`config.mk`:
```
export PLATFORM = sky130hd
export DESIGN_NAME = n_queens_fixed_queen_solver
export DESIGN_NICKNAME = d
export VERILOG_FILES = /design/src/design/nq_pkg.sv /design/src/design/n_queens_fixed_queen_solver.sv /design/src/design/nq_cell.sv
export SDC_FILE = /design/constraint.sdc
export NUM_CORES = 1
export LEC_CHECK = 0
export BUFFER_PORTS_ARGS = -buffer_cell sky130_fd_sc_hd__buf_2
export CAP_MARGIN = 40
export CORE_AREA = 5 5 188 190
export CTS_CLUSTER_DIAMETER = 150
export DETAILED_ROUTE_END_ITERATION = 7
export DIE_AREA = 0 0 193 195
export PLACE_DENSITY_LB_ADDON = 0.08
export SYNTH_ARGS = -nofsm -noshare
export SYNTH_HDL_FRONTEND = slang
export SYNTH_SLANG_ARGS = --single-unit
```
`constraint.sdc`:
```
create_clock -name clock -period 13.15 [get_ports clock]
set_input_delay 0 -clock clock [delete_from_list [all_inputs] [get_ports clock]]
set_output_delay 0 -clock clock [all_outputs]
set_load 0.02 [all_outputs]
```
`src/design/nq_pkg.sv`:
```
// Shared constants and types for the fixed-queen N-queens solver.
`timescale 1ns / 1ps
package nq_pkg;

   localparam int MAX_QUEENS = 8;
   localparam int COL_W      = 3;
   localparam int BOARD_W    = 4;
   localparam int PLACE_W    = COL_W * MAX_QUEENS;

   typedef logic [COL_W-1:0]      col_type;
   typedef logic [BOARD_W-1:0]    board_type;
   typedef logic [MAX_QUEENS-1:0] mask_type;

   // Attack masks handed from one row cell to the next
   typedef struct packed {
      mask_type cols;
      mask_type diag_up;
      mask_type diag_dn;
   } chain_type;

   // Controller to cell
   typedef struct packed {
      logic clear;
      logic try_en;
   } cell_cmd_type;

   // Cell to controller
   typedef struct packed {
      logic hit;
   } cell_stat_type;

endpackage

```
`src/design/n_queens_fixed_queen_solver.sv`:
```
// Top level: row-cell chain and backtracking controller of the N-queens solver.
//
//   channel   ports                                   handshake
//   request   req_fixed_row, req_fixed_col           start & !busy
//   response  rsp_found, rsp_range_error,            rsp_valid, one cycle, no stall
//             rsp_placement
//   config    csr_wdata                               csr_we
//
// A range error is reported in the cycle after start; busy stays low.
// Otherwise the search makes one try per column step or backtrack at a row, plus a
// settling state after each downward move, as the masks ripple one cell per cycle.
// Synchronous reset sets the board size to eight and idles the controller.
// The response is presented for one cycle; the receiver cannot stall it.
`timescale 1ns / 1ps
module n_queens_fixed_queen_solver (
   input  logic                         clock,
   input  logic                         reset,
   input  logic                         start,
   output logic                         busy,
   input  nq_pkg::col_type              req_fixed_row,
   input  nq_pkg::col_type              req_fixed_col,
   output logic                         rsp_valid,
   output logic                         rsp_found,
   output logic                         rsp_range_error,
   output logic [nq_pkg::PLACE_W-1:0]   rsp_placement,
   input  logic                         csr_we,
   input  nq_pkg::board_type            csr_wdata
);
   import nq_pkg::*;

   localparam logic [1:0] ST_IDLE = 2'd0;
   localparam logic [1:0] ST_TRY  = 2'd1;
   localparam logic [1:0] ST_WAIT = 2'd2;

   board_type board_ff;
   board_type n_ff, n_in;
   logic [1:0] state_ff, state_in;
   board_type ptr_ff, ptr_in;
   logic      fwd_ff, fwd_in;
   col_type   frow_ff, frow_in;
   col_type   fcol_ff, fcol_in;

   logic               rsp_valid_ff, rsp_valid_in;
   logic               rsp_found_ff, rsp_found_in;
   logic               rsp_range_error_ff, rsp_range_error_in;
   logic [PLACE_W-1:0] rsp_placement_ff, rsp_placement_in;

   board_type     n_eff;
   logic          accept;
   logic          range_err;
   mask_type      board_mask;
   col_type       cur_row;
   logic          cur_fixed;
   logic          cur_hit;
   logic [PLACE_W-1:0] packed_cols;

   chain_type     chain [MAX_QUEENS+1];
   cell_cmd_type  cmd   [MAX_QUEENS];
   cell_stat_type stat  [MAX_QUEENS];
   col_type       cols  [MAX_QUEENS];

   // Configuration register
   always_ff @(posedge clock) begin
      if (reset) begin
         board_ff <= board_type'(MAX_QUEENS);
      end else if (csr_we) begin
         board_ff <= csr_wdata;
      end
   end

   // Effective board size and range check of the incoming transaction
   always_comb begin
      n_eff     = (board_ff > board_type'(MAX_QUEENS)) ? board_type'(MAX_QUEENS) : board_ff;
      range_err = ({1'b0, req_fixed_row} >= n_eff) || ({1'b0, req_fixed_col} >= n_eff);
   end

   assign busy    = (state_ff != ST_IDLE);
   assign accept  = start && !busy;
   assign cur_row = ptr_ff[COL_W-1:0];
   assign cur_fixed = (cur_row == frow_ff);
   assign cur_hit   = stat[cur_row].hit;

   always_comb begin
      for (int i = 0; i < MAX_QUEENS; i++) begin
         board_mask[i] = (board_type'(i) < n_ff);
      end
   end

   // Row cell chain
   assign chain[0] = '0;
   for (genvar g = 0; g < MAX_QUEENS; g++) begin : g_row
      always_comb begin
         cmd[g].clear  = accept;
         cmd[g].try_en = (state_ff == ST_TRY) && (ptr_ff < n_ff) && !cur_fixed &&
                         (cur_row == col_type'(g));
      end

      nq_cell u_cell (
         .clock      (clock),
         .reset      (reset),
         .row_idx    (col_type'(g)),
         .fixed_row  (frow_ff),
         .fixed_col  (fcol_ff),
         .board_mask (board_mask),
         .cmd        (cmd[g]),
         .chain_in   (chain[g]),
         .chain_out  (chain[g+1]),
         .stat       (stat[g]),
         .col_out    (cols[g])
      );
   end

   // Pack one column per row, the fixed row from its own register
   always_comb begin
      packed_cols = '0;
      for (int i = 0; i < MAX_QUEENS; i++) begin
         packed_cols[COL_W*i +: COL_W] = (col_type'(i) == frow_ff) ? fcol_ff : cols[i];
      end
   end

   // Search controller: try at the current row, move down on a hit, back up on a miss
   always_comb begin
      state_in           = state_ff;
      ptr_in             = ptr_ff;
      fwd_in             = fwd_ff;
      n_in               = n_ff;
      frow_in            = frow_ff;
      fcol_in            = fcol_ff;
      rsp_valid_in       = 1'b0;
      rsp_found_in       = rsp_found_ff;
      rsp_range_error_in = rsp_range_error_ff;
      rsp_placement_in   = rsp_placement_ff;
      case (state_ff)
         ST_IDLE: begin
            if (accept) begin
               n_in    = n_eff;
               frow_in = req_fixed_row;
               fcol_in = req_fixed_col;
               ptr_in  = '0;
               fwd_in  = 1'b1;
               if (range_err) begin
                  rsp_valid_in       = 1'b1;
                  rsp_found_in       = 1'b0;
                  rsp_range_error_in = 1'b1;
                  rsp_placement_in   = '0;
               end else begin
                  state_in = ST_TRY;
               end
            end
         end
         ST_TRY: begin
            if (ptr_ff == n_ff) begin
               rsp_valid_in       = 1'b1;
               rsp_found_in       = 1'b1;
               rsp_range_error_in = 1'b0;
               rsp_placement_in   = packed_cols;
               state_in           = ST_IDLE;
            end else if ((cur_fixed && fwd_ff) || (!cur_fixed && cur_hit)) begin
               ptr_in   = ptr_ff + board_type'(1);
               fwd_in   = 1'b1;
               state_in = ST_WAIT;
            end else begin
               fwd_in = 1'b0;
               if (ptr_ff == '0) begin
                  rsp_valid_in       = 1'b1;
                  rsp_found_in       = 1'b0;
                  rsp_range_error_in = 1'b0;
                  rsp_placement_in   = '0;
                  state_in           = ST_IDLE;
               end else begin
                  ptr_in = ptr_ff - board_type'(1);
               end
            end
         end
         ST_WAIT: begin
            state_in = ST_TRY;
         end
         default: begin
            state_in = ST_IDLE;
         end
      endcase
   end

   always_ff @(posedge clock) begin
      if (reset) begin
         state_ff     <= ST_IDLE;
         rsp_valid_ff <= 1'b0;
      end else begin
         state_ff     <= state_in;
         rsp_valid_ff <= rsp_valid_in;
      end
      ptr_ff             <= ptr_in;
      fwd_ff             <= fwd_in;
      n_ff               <= n_in;
      frow_ff            <= frow_in;
      fcol_ff            <= fcol_in;
      rsp_found_ff       <= rsp_found_in;
      rsp_range_error_ff <= rsp_range_error_in;
      rsp_placement_ff   <= rsp_placement_in;
   end

   assign rsp_valid       = rsp_valid_ff;
   assign rsp_found       = rsp_found_ff;
   assign rsp_range_error = rsp_range_error_ff;
   assign rsp_placement   = rsp_placement_ff;

endmodule

```
`src/design/nq_cell.sv`:
```
// One row of the board: holds the row's queen and passes attack masks downwards.
`timescale 1ns / 1ps
module nq_cell (
   input  logic                  clock,
   input  logic                  reset,
   input  nq_pkg::col_type       row_idx,
   input  nq_pkg::col_type       fixed_row,
   input  nq_pkg::col_type       fixed_col,
   input  nq_pkg::mask_type      board_mask,
   input  nq_pkg::cell_cmd_type  cmd,
   input  nq_pkg::chain_type     chain_in,
   output nq_pkg::chain_type     chain_out,
   output nq_pkg::cell_stat_type stat,
   output nq_pkg::col_type       col_out
);
   import nq_pkg::*;

   logic      placed_ff, placed_in;
   col_type   col_ff, col_in;
   chain_type chain_ff, chain_in_next;

   mask_type own;
   col_type  row_gap;
   mask_type fix_bit;
   mask_type fixed_att;
   mask_type blocked;
   mask_type start_mask;
   mask_type cand;
   col_type  pick;

   // Own queen as a one-hot column mask
   assign own = placed_ff ? (mask_type'(1) << col_ff) : '0;

   // Squares of this row attacked by the fixed queen
   always_comb begin
      row_gap   = (row_idx > fixed_row) ? (row_idx - fixed_row) : (fixed_row - row_idx);
      fix_bit   = mask_type'(1) << fixed_col;
      fixed_att = fix_bit | (fix_bit << row_gap) | (fix_bit >> row_gap);
   end

   // Free columns from the next untried one upwards
   always_comb begin
      blocked    = chain_in.cols | chain_in.diag_up | chain_in.diag_dn | fixed_att | ~board_mask;
      start_mask = placed_ff ? ~((mask_type'(2) << col_ff) - mask_type'(1)) : '1;
      cand       = ~blocked & start_mask;
      pick       = '0;
      for (int i = MAX_QUEENS - 1; i >= 0; i--) begin
         if (cand[i]) begin
            pick = col_type'(i);
         end
      end
   end

   assign stat.hit = |cand;
   assign col_out  = col_ff;

   // Place, advance to the next free column, or drop the queen
   always_comb begin
      placed_in = placed_ff;
      col_in    = col_ff;
      if (cmd.clear) begin
         placed_in = 1'b0;
         col_in    = '0;
      end else if (cmd.try_en) begin
         placed_in = stat.hit;
         col_in    = stat.hit ? pick : '0;
      end
   end

   // Hand masks on to the row below, diagonals shifted by one column
   always_comb begin
      if (cmd.clear) begin
         chain_in_next = '0;
      end else begin
         chain_in_next.cols    = chain_in.cols | own;
         chain_in_next.diag_up = (chain_in.diag_up | own) << 1;
         chain_in_next.diag_dn = (chain_in.diag_dn | own) >> 1;
      end
   end

   always_ff @(posedge clock) begin
      if (reset) begin
         placed_ff <= 1'b0;
         chain_ff  <= '0;
      end else begin
         placed_ff <= placed_in;
         chain_ff  <= chain_in_next;
      end
      col_ff <= col_in;
   end

   assign chain_out = chain_ff;

endmodule
```
==> impl_metrics.tcl, run 1 <==
set metrics [dict create \
    finClkSkew_ns 0.03416 \
    dr.pass1.iters 5 \
    worstHoldEndpoint "frow_ff[0]" \
    timing.fmax_mhz 157.6 \
    slew_viol_final 0 \
    grtUsageTotal_pct 29.53 \
    drive_above_1_share_pct 10.01 \
    syn_to_final_growth_pct 13.08 \
    worstMarginPinSlew_ns 0.8927 \
    setup_ws_ns 6.806 \
    synthFlopType "dfxtp_1" \
    dpl-instance-area_sq_um 14060 \
    wl_um 56870 \
    outcome "finished clean" \
    clk_pin_slew_worst_paths_ns 0.06 \
    p_leak_nw 5.566 \
    grt_use_met3_pct 4.339 \
    ir_drop_mv 0.1026 \
    post_cts_resized 0 \
    grt_overflow 0 \
    dieHeight_um 195 \
    drt-wirelength-per-cell_um 25.77 \
    netlist.area_leader.share_pct 26.66 \
    final_area_sq_um 15200 \
    netlist_area_sq_um 13440 \
    final_util_pct 45.66 \
    grt_max_degree 87 \
    period_needed_ns 6.344 \
    cts_tree "yes" \
    met1_usage_pct 40.02 \
    insertion_delay_ns 0.57 \
    synth_nets 1758 \
    fp.dieW_um 193 \
    crit_path_max_incr_delay_ns 0.73 \
    synthCells 1717 \
    cts_buffer_depth 3 \
    rows 67 \
    holdWs_ns 0.1862 \
    hold_class "input pin to flop" \
    synth.area.top_cells "dfxtp_1 (27%), nor2_1 (9.9%), edfxtp_1 (9.2%), a21oi_1 (3.6%), nand2_1 (3.5%)" \
    max-cap-violations 0 \
    grt.busiest_layer "met2" \
    p_per_area_nw_per_um2 153.6 \
    r2r_cells 20 \
    crit_fanout 58 \
    rsz0062_at_grt "no" \
    cp-end-kind "flop" \
    final-hold-violation-count 0 \
    hold_buffers 19 \
    min_path_cells 2 \
    start_util_pct 40.38 \
    startpoint_type "flop" \
    final_cell_mix "nor2_1 (353), dfxtp_1 (179), nand2_1 (126)" \
    viasPerCell 5.992 \
    tns_ns 0 \
    synth_top_cell_by_area "dfxtp_1" \
    setup-violations-final 0 \
    hp-start "req_fixed_row[0]" \
    crit_slowest_cell "ha_1" \
    final_cell_count_no_fill 2207 \
    ioPinCount 42 \
    yosysWarnings 0 \
    syn_avg_cell_area_sq_um 7.827 \
    numCtsBuffers 25 \
    cts_sinks 220 \
    ys_seq_elements 220 \
    gp_congestion 1.037 \
    finalCritPeriodShare_pct 48.25 \
    grt_use_met2_pct 47.36 \
    grt_pass1_vias 12690 \
    dp_slack_ns 6.953 \
    fin_nets 1780 \
    rr_endpoint "ptr_ff[3]" \
    drc 0 \
    rr_startpoint "frow_ff[0]" \
    drtIter0Drc 1436 \
    arrival_ns 6.65 \
    vias 13230 \
    core_area_sq_um 33280 \
    path_cells "buf_4 > inv_1 > ha_1 > buf_4 > nand2b_1 > a21oi_1 > nor4_1 > o32ai_1 > nor3_1 > nand3_1 > o221ai_1 > o2111ai_1 > o31a_1 > nor2_1 > ha_1 > a21o_1 > a21oi_1 > xnor2_1 > nor4_1 > o21bai_1" \
    synth-edff-count 41 \
    reg2reg_slack_ns 6.81 \
    cp.required_ns 13.46 \
    port_buffers 41 \
    yosysSeqAreaShare_pct 35.83 \
    async_flop_share_pct 0 \
    antenna_left 0 \
    grt_pass1_wl_um 83970 \
    max_slew_margin_pct 40.26 \
    postCtsSetupBuffers 0 \
    worst-setup-path-type "flop to flop" \
    antenna_found_initial 0 \
    cts-root-buf "clkbuf_16" \
    dpl.hpwl_um 43620 \
    total_power_mw 2.334 \
    post-place-cells 2139 \
    layout_commonest_cell "nor2_1" \
    die_area_sq_um 37640 \
    yosysUniqueCellTypes 97 \
    cts_max_level 1 \
]
## sequential cells by signal (all words and copies together) (netlist names)
signal and count:
fwd_ff 1, rsp_valid 1, g_row.u_cell.col_out 24, g_row.u_cell.placed_ff 8, state_ff 2, fcol_ff 3, board_ff 4, frow_ff 3
rsp_found 1, g_row.u_cell.chain_out 140, n_ff 4, ptr_ff 4, rsp_range_error 1, rsp_placement 24
## cell usage after synthesis, types with 10 or more instances
cell type,instances
nor2_1,353
dfxtp_1,179
nand2_1,126
a21oi_1,97
nor3_1,82
o21ai_0,74
clkbuf_1,68
nand3_1,58
edfxtp_1,41
inv_1,40
nand2b_1,39
mux2i_1,37
nor2b_1,28
xnor2_1,28
nor4_1,27
buf_2,26
ha_1,26
a21o_1,21
a31oi_1,21
o211ai_1,17
nand4_1,15
nor3b_1,15
o31ai_1,13
or3_1,13
a211oi_1,11
a22oi_1,11
a311oi_1,10
o2111ai_1,10
## cell type report
cell class                 instances  area, sq um
multi-input combinational       1342         7963
fill                            3414        18080
clock inverter                    15        226.5
inverter                          43        161.4
antenna                            1        2.502
clock buffer                      31        699.4
timing repair buffer             107        769.5
sequential                       220         4815
tap                              448        560.5
## layer usage
metal  vias up  part of all wire (%)  wire length (um)
li1       6250                     -                 -
met3       134                   6.6              3747
met1      6330                    43             24490
met5         -                     0                 0
met4         0                   4.7              2697
met2       511                    46             25940
## worst max-delay path by stage
stage / end / start / depth (start not counted) / slack [ns]
detailed placement: ptr_ff[3] / frow_ff[0] / 20 / 6.95
global placement: ptr_ff[3] / frow_ff[0] / 19 / 6.79
floorplan: rsp_found / frow_ff[1] / 17 / 7.30
global route: ptr_ff[3] / frow_ff[0] / 20 / 6.40
finish: ptr_ff[3] / frow_ff[0] / 20 / 6.81
CTS: ptr_ff[3] / frow_ff[0] / 20 / 6.93
## cell families after synthesis
kind of cell | after synthesis | share of synthesized area [%]
fa+ha+maj | 27 | 2.570
compound gates | 402 | 20.47
simple gates | 824 | 29.24
xor+xnor | 35 | 2.281
flops | 220 | 35.83
buf+inv | 155 | 5.102
mux | 54 | 4.506
## power by group
part | leakage [nW] | switching, mW | total, mW | internal, mW
Clock | 0.453 | 0.292 | 0.771 | 0.479
Combinational | 3.28 | 0.560 | 0.817 | 0.258
Sequential | 1.84 | 0.0232 | 0.745 | 0.722
## worst max-delay path: cells and delay by family (launching register included)
kind	cells	cell delay (ns)
flops	1	0.32
compound gates	8	1.61
xor+xnor	1	0.17
simple gates	6	1.65
fa+ha+maj	2	1.05
buf+inv	3	1.24
(Power assumes the default switching activity.)
==> run 2: changes to the inputs <==
ABC_AREA = 1   (was unset)
CORE_AREA = 5 5 183 185   (was 5 5 188 190)
DIE_AREA = 0 0 188 190   (was 0 0 193 195)
clock period = 5.8 ns   (was 13.15 ns; I/O delays follow)
==> run 2 against run 1 <==
  * Design area decreased by 6.2%
  * Sequential power increased by 130%
  * Critical path depth increased by 3
  * Sequential cell count unchanged
  * Setup slack got worse by 6.0 ns
  * Combinational power increased by 92%
  * Via count decreased by 0.44%
  * Clock-buffer cell count increased by 5
  * Sequential share of layout area increased by 2.1 points
  * First-iteration DRC count decreased by 8.1%
  * Fmax increased by 27%
  * Power increased by 110%
  * Highest routed layer is now met5
==> impl_metrics.tcl, run 2 <==
set metrics [dict create \
    antenna_left 0 \
    ioPinCount 42 \
    hold_buffers 14 \
    cp-end-kind "flop" \
    wl_um 50220 \
    postCtsSetupBuffers 0 \
    period_needed_ns 4.977 \
    max_slew_margin_pct 39.10 \
    worst-setup-path-type "flop to flop" \
    drive_above_1_share_pct 7.253 \
    dr.pass1.iters 6 \
    p_seq_share_pct 35.7 \
    grt_pass1_vias 12490 \
    cts-root-buf "clkbuf_16" \
    rows 66 \
    dp_slack_ns 0.9057 \
    insertion_delay_ns 0.53 \
    clk_pin_slew_worst_paths_ns 0.06 \
    arrival_ns 5.26 \
    synth.area.top_cells "dfxtp_1 (28%), nand2_1 (17%), edfxtp_1 (9.6%), nand3_1 (8.6%), a21oi_1 (7.8%)" \
    reg2reg_slack_ns 0.82 \
    synthFlopType "dfxtp_1" \
    dieHeight_um 190 \
    cp-endpoint "ptr_ff[3]" \
    startpoint_type "flop" \
    dpl.hpwl_um 37970 \
    die_area_sq_um 35720 \
    rr_startpoint "frow_ff[1]" \
    grt_pass1_wl_um 75780 \
    post_cts_resized 0 \
    viasPerCell 5.439 \
    setup-violations-final 0 \
    grt_overflow 0 \
    antenna_found_initial 1 \
    synth_nets 2010 \
    port_buffers 41 \
    synth-edff-count 41 \
    layout_commonest_cell "nand2_1" \
    cts_max_level 1 \
    p_sw_share_pct 38.11 \
    synth_top_cell_by_area "dfxtp_1" \
    final-hold-violation-count 0 \
    final_cell_count_no_fill 2421 \
    clkPwrFrac_pct 31.9 \
    grt_max_degree 93 \
    timing.fmax_mhz 200.9 \
    insertedDiodeCount 0 \
    synthCells 1969 \
    synth_common_cells "nand2_1 (577), inv_1 (227), nand3_1 (220)" \
    ys_seq_elements 220 \
    post-place-cells 2363 \
    fin_nets 2037 \
    grtUsageTotal_pct 27.51 \
    total_power_mw 4.840 \
    drc 0 \
    cp-startpoint "frow_ff[1]" \
    cts_buffer_depth 3 \
    p_int_mw 2.995 \
    drt-wirelength-per-cell_um 20.74 \
    p_per_area_nw_per_um2 339.6 \
    crit_fanout 15 \
    final_util_pct 44.71 \
    final_cell_mix "nand2_1 (577), inv_1 (227), nand3_1 (220)" \
    syn_avg_cell_area_sq_um 6.484 \
    start_util_pct 40.05 \
    holdWs_ns 0.2145 \
    yosysWarnings 0 \
    rsz0062_at_grt "no" \
    tns_ns 0 \
    async_flop_share_pct 0 \
    r2r_cells 23 \
    cts_sinks 220 \
    power_switching_mw 1.844 \
    yosysUniqueCellTypes 39 \
    fp.dieW_um 188 \
    p_leak_nw 6.244 \
    dpl-instance-area_sq_um 13310 \
    worstMarginPinSlew_ns 0.9113 \
    outcome "finished clean" \
    synth_most_common_cell "nand2_1" \
    final_area_sq_um 14250 \
    finalCritPeriodShare_pct 85.80 \
    largest_reg_flops 140 \
    ir_drop_mv 0.2552 \
    numCtsBuffers 25 \
    finClkSkew_ns 0.01472 \
    vias 13170 \
    yosysSeqAreaShare_pct 37.71 \
    gp_congestion 1.007 \
    core_area_sq_um 31880 \
    pwr-share-comb_pct 32.4 \
    hold_class "input pin to flop" \
    setup_ws_ns 0.8233 \
    rr_endpoint "ptr_ff[3]" \
    drtIter0Drc 1319 \
    netlist_area_sq_um 12770 \
    cts_tree "yes" \
    max-cap-violations 0 \
    cp.required_ns 6.08 \
    netlist.area_leader.share_pct 28.07 \
    syn_to_final_growth_pct 11.62 \
    slew_viol_final 0 \
]
-- run 2: changes by cell type after synthesis, sizes merged, moves of 21 or more --
cell    before  now
inv         42  241
nand2b      40    0
mux2i       43    0
nor2b       28    0
a21oi       99  200
nor2       354  189
a21o        21    0
clkbuf      68   37
nand3       58  224
nor3        82   48
nand2      126  591
xnor2       28    5
-- run 2: kinds of logic after synthesis --
group,Yosys count,synth area share (%)
AOI/OAI and AO/OA,299,12.50
xor gates and xnor gates,5,0.3430
adders and majority gates,27,2.705
buffers and inverters,317,9.967
DFF,220,37.71
and+or+nand+nor,1101,36.77
-- run 2: power groups by stage --
stage	registers, mW	clock network (mW)	logic (mW)
after floorplan	1.75	0	1.07
after global placement	1.76	0	1.51
after detailed placement	1.76	0	1.53
after CTS	1.73	1.58	1.54
after global routing	1.73	1.65	1.73
final	1.73	1.54	1.57
-- run 2: layout make-up --
class | count | area, sq um
fillers | 3425 | 17620
multi-input cells | 1432 | 6685
flip-flops and latches | 220 | 4815
inverters | 244 | 918.4
clock buffers | 36 | 728.2
repair buffers | 73 | 518.0
well taps | 408 | 510.5
clock inverters | 8 | 76.32
-- run 2: worst min path at each step --
stage	startpoint	end	slack [ns]	cells after the start
2_1_floorplan	reset	rsp_valid	0.07	1
6_report	req_fixed_row[0]	frow_ff[0]	0.21	2
5_1_grt	req_fixed_row[0]	frow_ff[0]	0.21	2
4_1_cts	req_fixed_col[1]	fcol_ff[1]	0.19	2
3_3_place_gp	req_fixed_col[0]	fcol_ff[0]	0.20	1
3_5_place_dp	req_fixed_row[0]	frow_ff[0]	0.21	1
-- run 2: critical path, stage by stage (launching register included) --
cell	delay, ns
edfxtp_1	0.60
inv_1	0.33
ha_1	0.66
inv_1	0.26
nand4_1	0.19
nand2_1	0.34
nand2_1	0.20
nand3_1	0.10
nand3_1	0.16
nand2_1	0.09
nor2_1	0.15
nand2_1	0.08
nand2_1	0.09
nand2_1	0.13
nor2_1	0.16
nand3_2	0.14
nand2_2	0.16
ha_1	0.28
a21oi_1	0.15
nand2_1	0.08
xnor2_1	0.17
nand3_1	0.09
nand2_1	0.06
nor2_1	0.04
-- run 2: layer usage --
metal	routed length, um	vias up	track usage, %
li1	-	6481	-
met1	21630	6022	36.17
met2	22200	523	44.29
met3	3726	139	5.266
met4	2648	2	12.00
met5	13	-	0
